`config.mk`:
```
export PLATFORM = sky130hd
export DESIGN_NAME = igelu_front
export DESIGN_NICKNAME = d
export VERILOG_FILES = /design/src/sv/igelu_pkg.sv /design/src/sv/igelu_front.sv
export SDC_FILE = /design/constraint.sdc
export NUM_CORES = 1
export LEC_CHECK = 0
export BUFFER_PORTS_ARGS = -buffer_cell sky130_fd_sc_hd__buf_2
export CORE_MARGIN = 5
export CORE_UTILIZATION = 39
export DETAILED_ROUTE_END_ITERATION = 12
export PLACE_DENSITY_LB_ADDON = 0.12
export SLEW_MARGIN = 10
export SYNTH_ARGS = -nofsm -noshare
export SYNTH_HDL_FRONTEND = slang
export SYNTH_SLANG_ARGS = --single-unit
```
`constraint.sdc`:
```
create_clock -name clk -period 5.8 [get_ports clk]
set_input_delay 0.29 -clock clk [delete_from_list [all_inputs] [get_ports clk]]
set_output_delay 0.29 -clock clk [all_outputs]
set_load 0.02 [all_outputs]
```
`src/sv/igelu_pkg.sv`:
```
// ----------------------------------------------------------------------------
// igelu_pkg
// Shared widths, constants, types and the erf polynomial table for the
// int8 GELU pipeline.
// ----------------------------------------------------------------------------
package igelu_pkg;

    // Port and field widths
    localparam int SAMPLE_W  = 8;
    localparam int ACT_W     = 8;
    localparam int SCALE_W   = 32;
    localparam int CLAMP_W   = 8;
    localparam int CFG_IDX_W = 2;

    // Internal datapath widths
    localparam int FA_W       = 39;   // |x| * input_scale, Q15.24 magnitude
    localparam int FA_SMALL_W = 27;   // |f| < 8.0 in Q24
    localparam int Z_W        = 27;   // |f| / sqrt2, Q24
    localparam int Z_FRAC     = 24;
    localparam int P_W        = 35;   // polynomial value, Q32, below 8.0
    localparam int R_W        = 32;   // reciprocal powers, Q31, at most 1.0
    localparam int SQ_FRAC    = 31;
    localparam int PHI_W      = 33;   // Phi, Q32, up to and including 1.0
    localparam int PHI_SHIFT  = 16;
    localparam int Y_W        = 55;   // GELU magnitude, Q40
    localparam int PL_W       = 32 + SCALE_W;
    localparam int PH_W       = (Y_W - 32) + SCALE_W;
    localparam int PROD_W     = Y_W + SCALE_W;
    localparam int RQ_FRAC    = 56;
    localparam int PH_TOP_W   = PROD_W - RQ_FRAC + 1;
    localparam int MAG_W      = 9;
    localparam int V_W        = MAG_W + 1;

    // Pipeline shape
    localparam int HORNER_STEPS        = 6;
    localparam int DIV_BITS            = 32;
    localparam int DIV_STEPS_PER_STAGE = 2;
    localparam int DIV_STAGES          = DIV_BITS / DIV_STEPS_PER_STAGE;
    localparam int SQUARINGS           = 4;
    localparam int FRONT_STAGES        = 2;
    localparam int REQUANT_STAGES      = 6;
    localparam int LATENCY             = FRONT_STAGES + HORNER_STEPS + DIV_STAGES
                                         + SQUARINGS + REQUANT_STAGES;

    // Arithmetic constants
    localparam logic [31:0]      SQRT_HALF_Q32 = 32'd3037000500;
    localparam logic [P_W-1:0]   ONE_Q32       = P_W'(64'h1_0000_0000);
    localparam logic [PHI_W-1:0] PHI_ONE       = PHI_W'(64'h1_0000_0000);
    localparam logic [PHI_W-1:0] PHI_HALF      = PHI_W'(64'h8000_0000);
    localparam logic [R_W-1:0]   R_MAX         = R_W'(64'h8000_0000);
    localparam logic [2*R_W-1:0] SQ_ROUND      = (2*R_W)'(64'd1 << (SQ_FRAC - 1));
    localparam logic [MAG_W-1:0] MAG_SAT       = MAG_W'(256);

    localparam logic signed [V_W-1:0] ACT_MAX_V = V_W'((2 ** (ACT_W - 1)) - 1);
    localparam logic signed [V_W-1:0] ACT_MIN_V = -ACT_MAX_V - V_W'(1);

    // Abramowitz-Stegun 7.1.28 coefficients, floor(a_k * 2^32)
    localparam logic [63:0]    ERF_DEN = 64'd10000000000;
    localparam logic [P_W-1:0] ERF_A1  = P_W'((64'd705230784 << 32) / ERF_DEN);
    localparam logic [P_W-1:0] ERF_A2  = P_W'((64'd422820123 << 32) / ERF_DEN);
    localparam logic [P_W-1:0] ERF_A3  = P_W'((64'd92705272 << 32) / ERF_DEN);
    localparam logic [P_W-1:0] ERF_A4  = P_W'((64'd1520143 << 32) / ERF_DEN);
    localparam logic [P_W-1:0] ERF_A5  = P_W'((64'd2765672 << 32) / ERF_DEN);
    localparam logic [P_W-1:0] ERF_A6  = P_W'((64'd430638 << 32) / ERF_DEN);

    localparam logic [P_W-1:0] HORNER_INIT = ERF_A6;

    // Register reset values
    localparam logic [SCALE_W-1:0]        INPUT_SCALE_RST   = 32'h0100_0000;
    localparam logic [SCALE_W-1:0]        INV_OUT_SCALE_RST = 32'h0001_0000;
    localparam logic signed [CLAMP_W-1:0] CLAMP_LOW_RST     = -8'sd128;
    localparam logic signed [CLAMP_W-1:0] CLAMP_HIGH_RST    = 8'sd127;

    typedef enum logic [CFG_IDX_W-1:0] {
        CFG_INPUT_SCALE   = 2'd0,
        CFG_INV_OUT_SCALE = 2'd1,
        CFG_CLAMP_LOW     = 2'd2,
        CFG_CLAMP_HIGH    = 2'd3
    } cfg_index_t;

    // Per-request sideband that rides along the pipeline
    typedef struct packed {
        logic [FA_W-1:0] fa;
        logic            neg;
        logic            big;
        logic            last;
    } igelu_side_t;

    // Constant added after Horner step k
    function automatic logic [P_W-1:0] horner_add(input int step);
        logic [P_W-1:0] c;
        case (step)
            0:       c = ERF_A5;
            1:       c = ERF_A4;
            2:       c = ERF_A3;
            3:       c = ERF_A2;
            4:       c = ERF_A1;
            default: c = ONE_Q32;
        endcase
        return c;
    endfunction

endpackage

```
`src/sv/igelu_front.sv`:
```
// ----------------------------------------------------------------------------
// igelu_front
// Dequantisation: magnitude of the sample times the input scale, then the
// scaled erf argument z = |f| / sqrt2 and the large-magnitude flag.
// ----------------------------------------------------------------------------
module igelu_front
    import igelu_pkg::*;
(
    input  logic                       clk,
    input  logic                       rst_n,
    input  logic                       in_valid,
    input  logic signed [SAMPLE_W-1:0] sample,
    input  logic                       last_in,
    input  logic [SCALE_W-1:0]         input_scale,
    output logic                       out_valid,
    output logic [Z_W-1:0]             z,
    output igelu_side_t                side
);

    logic [SAMPLE_W-1:0]         mag;
    logic [SAMPLE_W+SCALE_W-1:0] fa_prod;
    logic [FA_W-1:0]             fa_next;
    logic [FA_W-1:0]             fa_reg;
    logic                        neg_reg;
    logic                        last_reg;
    logic                        valid1_reg;

    logic [FA_SMALL_W+32-1:0]    z_prod;
    logic [Z_W-1:0]              z_next;
    logic [Z_W-1:0]              z_reg;
    igelu_side_t                 side_next;
    igelu_side_t                 side_reg;
    logic                        valid2_reg;

    // -128 maps to 8'h80, which is 128 as unsigned
    assign mag     = sample[SAMPLE_W-1] ? ((~sample) + SAMPLE_W'(1)) : sample;
    assign fa_prod = (SAMPLE_W+SCALE_W)'(mag) * (SAMPLE_W+SCALE_W)'(input_scale);
    assign fa_next = fa_prod[FA_W-1:0];

    assign z_prod = (FA_SMALL_W+32)'(fa_reg[FA_SMALL_W-1:0])
                  * (FA_SMALL_W+32)'(SQRT_HALF_Q32);
    assign z_next = z_prod[FA_SMALL_W+31:32];

    always_comb
    begin
        side_next.fa   = fa_reg;
        side_next.neg  = neg_reg;
        side_next.big  = |fa_reg[FA_W-1:FA_SMALL_W];
        side_next.last = last_reg;
    end

    always_ff @(posedge clk or negedge rst_n)
    begin
        if (!rst_n)
        begin
            valid1_reg <= 1'b0;
            valid2_reg <= 1'b0;
        end
        else
        begin
            valid1_reg <= in_valid;
            valid2_reg <= valid1_reg;
        end
    end

    always_ff @(posedge clk)
    begin
        fa_reg   <= fa_next;
        neg_reg  <= sample[SAMPLE_W-1];
        last_reg <= last_in;
        z_reg    <= z_next;
        side_reg <= side_next;
    end

    assign out_valid = valid2_reg;
    assign z         = z_reg;
    assign side      = side_reg;

endmodule

```
### Word level (Yosys, flattened, before mapping)

Cells that the tools add are included.

| word-level totals | value |
|---|---|
| memories kept | 0 |
| input port bits | 44 |
| output and inout port bits | 70 |
| register bits | 112 |
| latch bits | 0 |
| bits in read-only memories | 0 |
| RAM bits | 0 |

| cells by class | value |
|---|---|
| equality and inequality tests | 0 |
| bitwise logic cells | 1 |
| multipliers | 2 |
| shift operators | 0 |
| reductions and logical operators | 1 |
| $lt $le $gt $ge | 0 |
| muxes and demuxes | 1 |
| div/mod/pow operators | 0 |
| add/subtract/negate cells | 1 |

Operator list:

| kind | number |
|---|---|
| multiplier 27 x 30 -> 57 bit, second input constant | 1 |
| multiplier 8 x 32 -> 39 bit | 1 |
| OR reduction 12 bit | 1 |
| adder 8 x 2 -> 8 bit, second input constant | 1 |
| 2-to-1 mux 8 bit | 1 |
| NOT 8 bit | 1 |

### Depth between registers and ports, before layout

Gate-level depths: netlist of the first run.

| depth | value |
|---|---|
| depth after elaboration | 4 |
| depth in mapped cells | 25 |
| depth with buffers taken out | 23 |

### Worst setup path after synthesis of the first run

Ideal clock, no wire load.

| path | value |
|---|---|
| path kind | reg2reg |
| start | register fa_reg[15] |
| end | register z_reg[26], in the netlist z[26] |
| arrival | 6.182 ns |
| required time | 5.673 ns |
| stages on the path, launching flop included | 21 |
| library setup time | 0.127 ns |
| setup slack | -0.509 ns |
| buffers on the path | 0 |
| period minus slack after synthesis | 6.309 ns |
| path through | dfxtp_1 fa_1 inv_1 fa_1 fa_1 inv_1 fa_1 fa_1 fa_1 inv_1 fa_1 inv_1 ha_1 nand3_2 or4_4 or4_4 o22ai_2 o2111a_2 o31ai_1 a211oi_1 a211oi_2 |

| on the way | value |
|---|---|
| word-level cells in the longest chain between the ends | 1 |

Ends and longest elaborated chain:

| item | RTL line | RTL |
|---|---|---|
| start, declared | igelu_front.sv:23 | `logic [FA_W-1:0] fa_reg;` |
| start signal, assigned | igelu_front.sv:68 | `fa_reg <= fa_next;` |
| multiplier 27 x 30 -> 57 bit | igelu_front.sv:41 | `* (FA_SMALL_W+32)'(SQRT_HALF_Q32);` |
| net z_prod[58] | igelu_front.sv:28 | `logic [FA_SMALL_W+32-1:0] z_prod;` |
| end signal, assigned | igelu_front.sv:71 | `z_reg <= z_next;` |
| end, declared | igelu_front.sv:30 | `logic [Z_W-1:0] z_reg;` |

The timed path passes the listed nets, and every way through them passes these cells.

### Worst setup path in the final report of the first run

| path | value |
|---|---|
| start | register fa_reg[17] |
| end | register z_reg[25], in the netlist z[25] |

Same word-level chain as after synthesis.

==> flow_metrics.py, run 1 <==
metrics = {
    "synth": {
        "postSynthNetCount": 3306,
        "fraction_of_synthesis_flops_using_an_asynchronous_set_or_reset_pin": 0.0179,
        "synth_cell_types": 71,
        "syn_area_um2": 23400,
        "synth_seq_cells": 112,
        "post_synth_adder_cell_area": 0.588,
        "synth_area_leader_cell": "sky130_fd_sc_hd__fa_1",
        "post_synth_mux_area_share": 0.000428,
        "compound_cell_area_share_of_the_yosys_netlist": 0.0680,
        "synth_top_cells_by_count": "662 x sky130_fd_sc_hd__inv_1, 446 x sky130_fd_sc_hd__fa_1, 386 x sky130_fd_sc_hd__ha_1",
        "count_of_flip_flops_with_a_built_in_enable_after_synthesis": 0,
        "share_of_synthesized_area_occupied_by_flip_flops_and_latches": 0.0963,
        "postSynthCellCount": 2430,
        "yosysMostFrequentCell": "sky130_fd_sc_hd__inv_1",
        "warnings_synthesis": 0,
        "yosys_most_used_dff": "sky130_fd_sc_hd__dfxtp_1",
        "synth_top_area_share": 0.382,
        "yosys.area_share.simple": 0.108,
        "synth-xor-area-share": 0.0270,
        "synth_top_family_by_area": "adder cells",
        "synthesis.area_per_instance_um2": 9.62,
        "synthTopCellsByArea": "sky130_fd_sc_hd__fa_1 38%, sky130_fd_sc_hd__ha_1 21%, sky130_fd_sc_hd__inv_1 11%",
    },
    "sta": {
        "report.final.slew_viol_count": 0,
        "setup_slack_ns": -0.518,
        "timing.final.crit_share": 1.09,
        "timing.slew.headroom": 0.281,
        "finalHoldViolations": 0,
        "max_clock_freq_mhz": 158,
        "finalClockSkew_ns": 0.0152,
        "final_period_minus_worst_setup_slack_ns": 6.32,
        "setup_violations": 23,
        "rsz0062_at_grt": "true",
        "worst_slew_pin_slew_ns": 1.08,
    },
    "clocking": {
        "clock_insertion_delay_worst_skew_ns": 0.39,
        "cts.sinks": 112,
        "cts_buffers": 9,
        "clk_root_buffer_cell": "sky130_fd_sc_hd__clkbuf_16",
        "cts-root-to-sink-buffers": 2,
        "cts.clk_slew.worst_paths_ns": 0.10,
        "h-tree-depth": 3,
        "clock_tree_from_tritoncts": "yes",
    },
    "setup_path": {
        "worst_r2r_startpoint": "fa_reg[17]$_DFF_P_",
        "rrSetupSlack_ns": -0.52,
        "cp-start-kind": "flop",
        "crit_fanout": 4,
        "cp_data_arrival_time_ns": 6.61,
        "worstRegToRegCells": 20,
        "r2r_end": "z[25]$_DFF_P_",
        "endpoint_kind": "flop",
        "critPathRequiredTime_ns": 6.09,
        "critical_path_class": "reg -> reg",
    },
    "floorplan": {
        "die_width_um": 255,
        "start_util": 0.395,
        "std_cell_rows": 89,
        "io_pins": 114,
        "die_area_um2": 65000,
        "floorplan.die.height_um": 255,
        "placeableCoreArea_um2": 59200,
    },
    "detailed_routing": {
        "routed-via-count": 16969,
        "vias_per_instance": 4.68,
        "ant_nets": 0,
        "postRouteWirelength_um": 63100,
        "drcViolationCount": 0,
        "drtPass1Iterations": 7,
        "route.detailed.wl_per_inst_um": 17.4,
        "dr.first_iter.drc_count": 616,
    },
    "finish": {
        "antenna-diode-count": 0,
        "final_net_count": 3727,
        "area.growth.synth_to_final_pct": 20.8,
        "layout.filler_cells": 5707,
        "drive_above_1_share": 0.204,
        "largest_register_ffs": 42,
    },
    "min_path": {
        "holdCritPathClass": "in -> reg",
        "hold_path.startpoint": "sample[7]",
        "whs_path_depth": 1,
        "whs_endpoint": "neg_reg$_DFF_P_",
    },
    "placed_design": {
        "routabilityCongestion": 0.951,
        "dp_worst_setup_slack_ns": -0.586,
        "hpwl_after_detailed_placement_um": 56700,
        "io_buffer_count": 113,
    },
    "global_route": {
        "grt_max_degree": 33,
        "antenna_found_initial": 0,
        "grt_pass1_vias": 18944,
        "global_route_wire_length_before_repair_um": 103000,
        "grt_use_total": 0.201,
        "overflow": 0,
    },
    "outcome": {
        "status": "finished, violations left",
        "failing_checks": "negative setup slack",
    },
    "flow_run": {
        "drv.max_cap_violation_count": 0,
    },
}
==> logic make-up after synthesis <==
kind of cell               after synthesis
adders and majority gates              832
buffers and inverters                  697
AOI/OAI and AO/OA                      241
and+or+nand+nor                        475
xor gates and xnor gates                72
DFF                                    112
muxes                                    1
==> critical path, cell delays in order, from the launching register on <==
cell and delay (ns):
sky130_fd_sc_hd__dfxtp_4 0.37, sky130_fd_sc_hd__fa_1 0.60, sky130_fd_sc_hd__inv_2 0.05, sky130_fd_sc_hd__fa_2 0.53, sky130_fd_sc_hd__fa_1 0.41, sky130_fd_sc_hd__inv_1 0.08
sky130_fd_sc_hd__fa_1 0.45, sky130_fd_sc_hd__fa_1 0.49, sky130_fd_sc_hd__fa_1 0.49, sky130_fd_sc_hd__inv_1 0.06, sky130_fd_sc_hd__fa_1 0.50, sky130_fd_sc_hd__inv_2 0.05
sky130_fd_sc_hd__ha_4 0.28, sky130_fd_sc_hd__nand3_4 0.07, sky130_fd_sc_hd__or4_4 0.43, sky130_fd_sc_hd__or4_4 0.44, sky130_fd_sc_hd__o22ai_4 0.12, sky130_fd_sc_hd__o2111a_2 0.32
sky130_fd_sc_hd__o2111a_1 0.25, sky130_fd_sc_hd__nor3_2 0.07, sky130_fd_sc_hd__xnor2_1 0.13
==> layout by cell type, fill, tap and decap left out, drive strengths merged, types with 3 or more instances in the layout <==
| cell type | n |
|---|---|
| a31oi | 8 |
| nand2b | 13 |
| or3 | 5 |
| o221ai | 3 |
| o31ai | 3 |
| and3 | 13 |
| or2 | 9 |
| xor2 | 22 |
| a21oi | 77 |
| nand4 | 14 |
| and4 | 4 |
| o21bai | 15 |
| clkbuf | 9 |
| o2111ai | 3 |
| nor3 | 13 |
| a211oi | 9 |
| and2 | 91 |
| nand2 | 142 |
| dlygate4sd3 | 3 |
| a221oi | 6 |
| buf | 441 |
| a21o | 34 |
| o22ai | 4 |
| fa | 446 |
| xnor2 | 50 |
| o211ai | 5 |
| o21a | 8 |
| nor4 | 6 |
| dfxtp | 110 |
| a31o | 3 |
| nand3 | 25 |
| nor2b | 98 |
| a211o | 4 |
| o21ai | 36 |
| ha | 386 |
| nor2 | 36 |
| inv | 668 |
==> layout make-up <==
cell class / instances / area [µm²] / area share
multi-input combinational: 1621 / 19000 / 0.674
timing repair buffer: 444 / 3150 / 0.112
inverter: 663 / 2490 / 0.0883
sequential: 112 / 2290 / 0.0809
tap: 773 / 967 / 0.0342
clock buffer: 9 / 225 / 0.00797
clock inverter: 7 / 97.6 / 0.00345
==> routing by layer <==
layer / GRT usage / vias up / share of wire
met5: 0 / - / 0
met3: 0.0205 / 50 / 0.028
met2: 0.355 / 225 / 0.50
li1: - / 8310 / -
met4: 0.0470 / 0 / 0.024
met1: 0.267 / 8384 / 0.45
==> worst max-delay path by stage <==
stage,from,to,slack [ns]
2_1_floorplan,fa_reg[11]$_DFF_P_,z[25]$_DFF_P_,-0.30
3_3_place_gp,fa_reg[11]$_DFF_P_,z[25]$_DFF_P_,-0.51
3_5_place_dp,fa_reg[11]$_DFF_P_,z[25]$_DFF_P_,-0.59
4_1_cts,fa_reg[17]$_DFF_P_,z[25]$_DFF_P_,-0.53
5_1_grt,fa_reg[17]$_DFF_P_,z[26]$_DFF_P_,-0.71
6_report,fa_reg[17]$_DFF_P_,z[25]$_DFF_P_,-0.52
==> metrics by stage <==
stage	instance area (µm²)	hold slack, ns	setup TNS, ns	cells	util
finish	28200	0.139	-6.52	3629	0.477
global route	28200	0.139	-12.23	3629	0.477
CTS	28000	0.135	-7.10	3620	0.472
detailed placement	27400	0.0773	-10.67	3597	0.463
global placement	27400	0.0740	-8.99	3597	0.463
floorplan	23500	-0.00559	-1.72	2430	-
==> what timing repair did <==
item,in CTS,in global routing
hold endpoints to repair,4,0
pin swaps,18,46
gates resized for setup,42,49
endpoints found under the setup margin,25,27
setup buffers,4,11
hold buffers,3,0
Power of run 1 is not shown: default switching activity piles up to over one toggle a cycle in this logic, so the estimate is an artifact.
==> run 2: changes to the inputs <==
--- a/config.mk
+++ b/config.mk
@@ -7,7 +7,7 @@
 export LEC_CHECK = 0
 export BUFFER_PORTS_ARGS = -buffer_cell sky130_fd_sc_hd__buf_2
 export CORE_MARGIN = 5
-export CORE_UTILIZATION = 39
+export CORE_UTILIZATION = 55
 export DETAILED_ROUTE_END_ITERATION = 12
 export PLACE_DENSITY_LB_ADDON = 0.12
 export SLEW_MARGIN = 10
==> run 2 against run 1 <==
Effect of this change: the flow still finishes with violations (negative setup slack); via count rose by 1.3%; utilization rose by 19 points; die area fell by 28%; critical path type unchanged; routed wire length fell by 4.5%; non-clock buffer count fell by 21; clock-buffer cell count did not move; cell count fell by 7.0%.
==> flow_metrics.py, run 2 (synthesis results as in run 1) <==
metrics = {
    "setup_path": {
        "worstRegToRegCells": 20,
        "cp_data_arrival_time_ns": 6.65,
        "critical_path.cell_chain": "fa_1 > ha_1 > inv_1 > fa_1 > inv_1 > fa_1 > fa_1 > fa_1 > inv_1 > fa_1 > inv_1 > ha_4 > nand4_2 > or4_4 > or4_4 > o22ai_4 > o2111a_2 > o2111a_1 > nor2_1 > a211oi_2",
        "crit_path_start": "fa_reg[13]$_DFF_P_",
        "r2r_end": "z[26]$_DFF_P_",
        "crit_path_end": "z[26]$_DFF_P_",
        "crit_buf_inv": 4,
        "worst_path_most_repeated_cell": "sky130_fd_sc_hd__fa_1",
        "crit_fanout": 4,
        "endpoint_kind": "flop",
        "crit_slowest_cell": "sky130_fd_sc_hd__fa_1",
        "cp-start-kind": "flop",
        "critPathTopFamily": "adder cells",
        "slowest_delay_ns": 0.56,
        "critical_path_class": "reg -> reg",
        "worst_r2r_startpoint": "fa_reg[13]$_DFF_P_",
        "critPathRequiredTime_ns": 6.12,
        "path_depth": 20,
        "rrSetupSlack_ns": -0.54,
    },
    "finish": {
        "layout_common_cells": "651 x sky130_fd_sc_hd__inv_1, 430 x sky130_fd_sc_hd__fa_1, 373 x sky130_fd_sc_hd__ha_1",
        "drive_above_1_share": 0.203,
        "mostFrequentLayoutCell": "sky130_fd_sc_hd__inv_1",
        "area.growth.synth_to_final_pct": 19.5,
        "antenna-diode-count": 0,
        "final_net_count": 3706,
        "largest_register_ffs": 42,
    },
    "placed_design": {
        "routabilityCongestion": 1.01,
        "hpwl_after_detailed_placement_um": 54100,
        "io_buffer_count": 113,
    },
    "sta": {
        "report.final.slew_viol_count": 0,
        "fin_worst_hold_slack_ns": 0.0870,
        "max_clock_freq_mhz": 158,
        "rsz0062_at_grt": "true",
        "setup-tns-final_ns": -7.59,
        "setup_slack_ns": -0.535,
        "timing.final.crit_share": 1.09,
        "setup_violations": 23,
        "final_period_minus_worst_setup_slack_ns": 6.34,
        "timing.slew.headroom": 0.488,
        "finalHoldViolations": 0,
        "worst_slew_pin_slew_ns": 0.768,
        "finalClockSkew_ns": 0.0337,
    },
    "detailed_routing": {
        "vias_per_instance": 5.10,
        "routed-via-count": 17192,
        "dr.first_iter.drc_count": 768,
        "drtPass1Iterations": 5,
        "drcViolationCount": 0,
        "route.detailed.wl_per_inst_um": 17.9,
        "postRouteWirelength_um": 60300,
        "ant_nets": 0,
    },
    "clocking": {
        "cts_buffers": 9,
        "cts.clk_slew.worst_paths_ns": 0.11,
        "h-tree-depth": 3,
        "cts-root-to-sink-buffers": 2,
        "clk_root_buffer_cell": "sky130_fd_sc_hd__clkbuf_16",
        "clock_tree_from_tritoncts": "yes",
        "clock_insertion_delay_worst_skew_ns": 0.41,
        "cts.sinks": 112,
    },
    "global_route": {
        "grt_pass1_vias": 19100,
        "antenna_found_initial": 1,
        "grt_max_degree": 33,
        "overflow": 0,
        "global_route_wire_length_before_repair_um": 100000,
        "grt_use_total": 0.270,
    },
    "floorplan": {
        "std_cell_rows": 75,
        "die_area_um2": 46700,
        "floorplan.die.height_um": 216,
        "placeableCoreArea_um2": 42000,
        "io_pins": 114,
        "die_width_um": 216,
        "start_util": 0.556,
    },
    "flow_run": {
        "drv.max_cap_violation_count": 0,
    },
    "outcome": {
        "status": "finished, violations left",
        "failing_checks": "negative setup slack",
    },
    "min_path": {
        "holdCritPathClass": "in -> reg",
    },
}
run 2: worst min path at each step:
stage | from | endpoint | depth (start not counted)
after floorplan | rst_n | out_valid$_DFF_PN0_ | 0
after global placement | rst_n | out_valid$_DFF_PN0_ | 1
after detailed placement | rst_n | valid1_reg$_DFF_PN0_ | 1
after CTS | sample[7] | neg_reg$_DFF_P_ | 1
after global routing | sample[7] | neg_reg$_DFF_P_ | 1
final | sample[7] | neg_reg$_DFF_P_ | 1
run 2: routing by layer:
layer / share of wire / up-vias / global-route usage
li1: - / 8266 / -
met1: 0.45 / 8483 / 0.366
met2: 0.47 / 351 / 0.450
met3: 0.039 / 92 / 0.0354
met4: 0.040 / 0 / 0.0937
met5: 0 / - / 0
run 2: layout make-up:
cell class / instances / area [µm²]
Tap cell: 539 / 674
Clock buffer: 9 / 225
Clock inverter: 7 / 96.3
Timing Repair Buffer: 423 / 3030
Fill cell: 3516 / 14100
Multi-Input combinational cell: 1621 / 19100
Inverter: 663 / 2490
Sequential cell: 112 / 2290
run 2: repair_timing:
item / 4_1_cts / 5_1_grt
hold buffers: 3 / 0
cloned: 0 / 0
endpoints found under the setup margin: 24 / 32
endpoints found under the hold margin: 4 / 0
pin swaps: 51 / 49
gates resized for setup: 69 / 48
buffers inserted: 15 / 7
run 2: stage by stage:
step	std cells	worst slack, ns	cell area (µm²)	util
after floorplan	2430	-0.297	23500	-
after global placement	3336	-0.565	26900	0.640
after detailed placement	3336	-0.609	26900	0.640
after CTS	3369	-0.528	27700	0.659
after global routing	3374	-0.753	27900	0.665
final	3374	-0.535	27900	0.665
Power of run 2 is left out for the same reason.
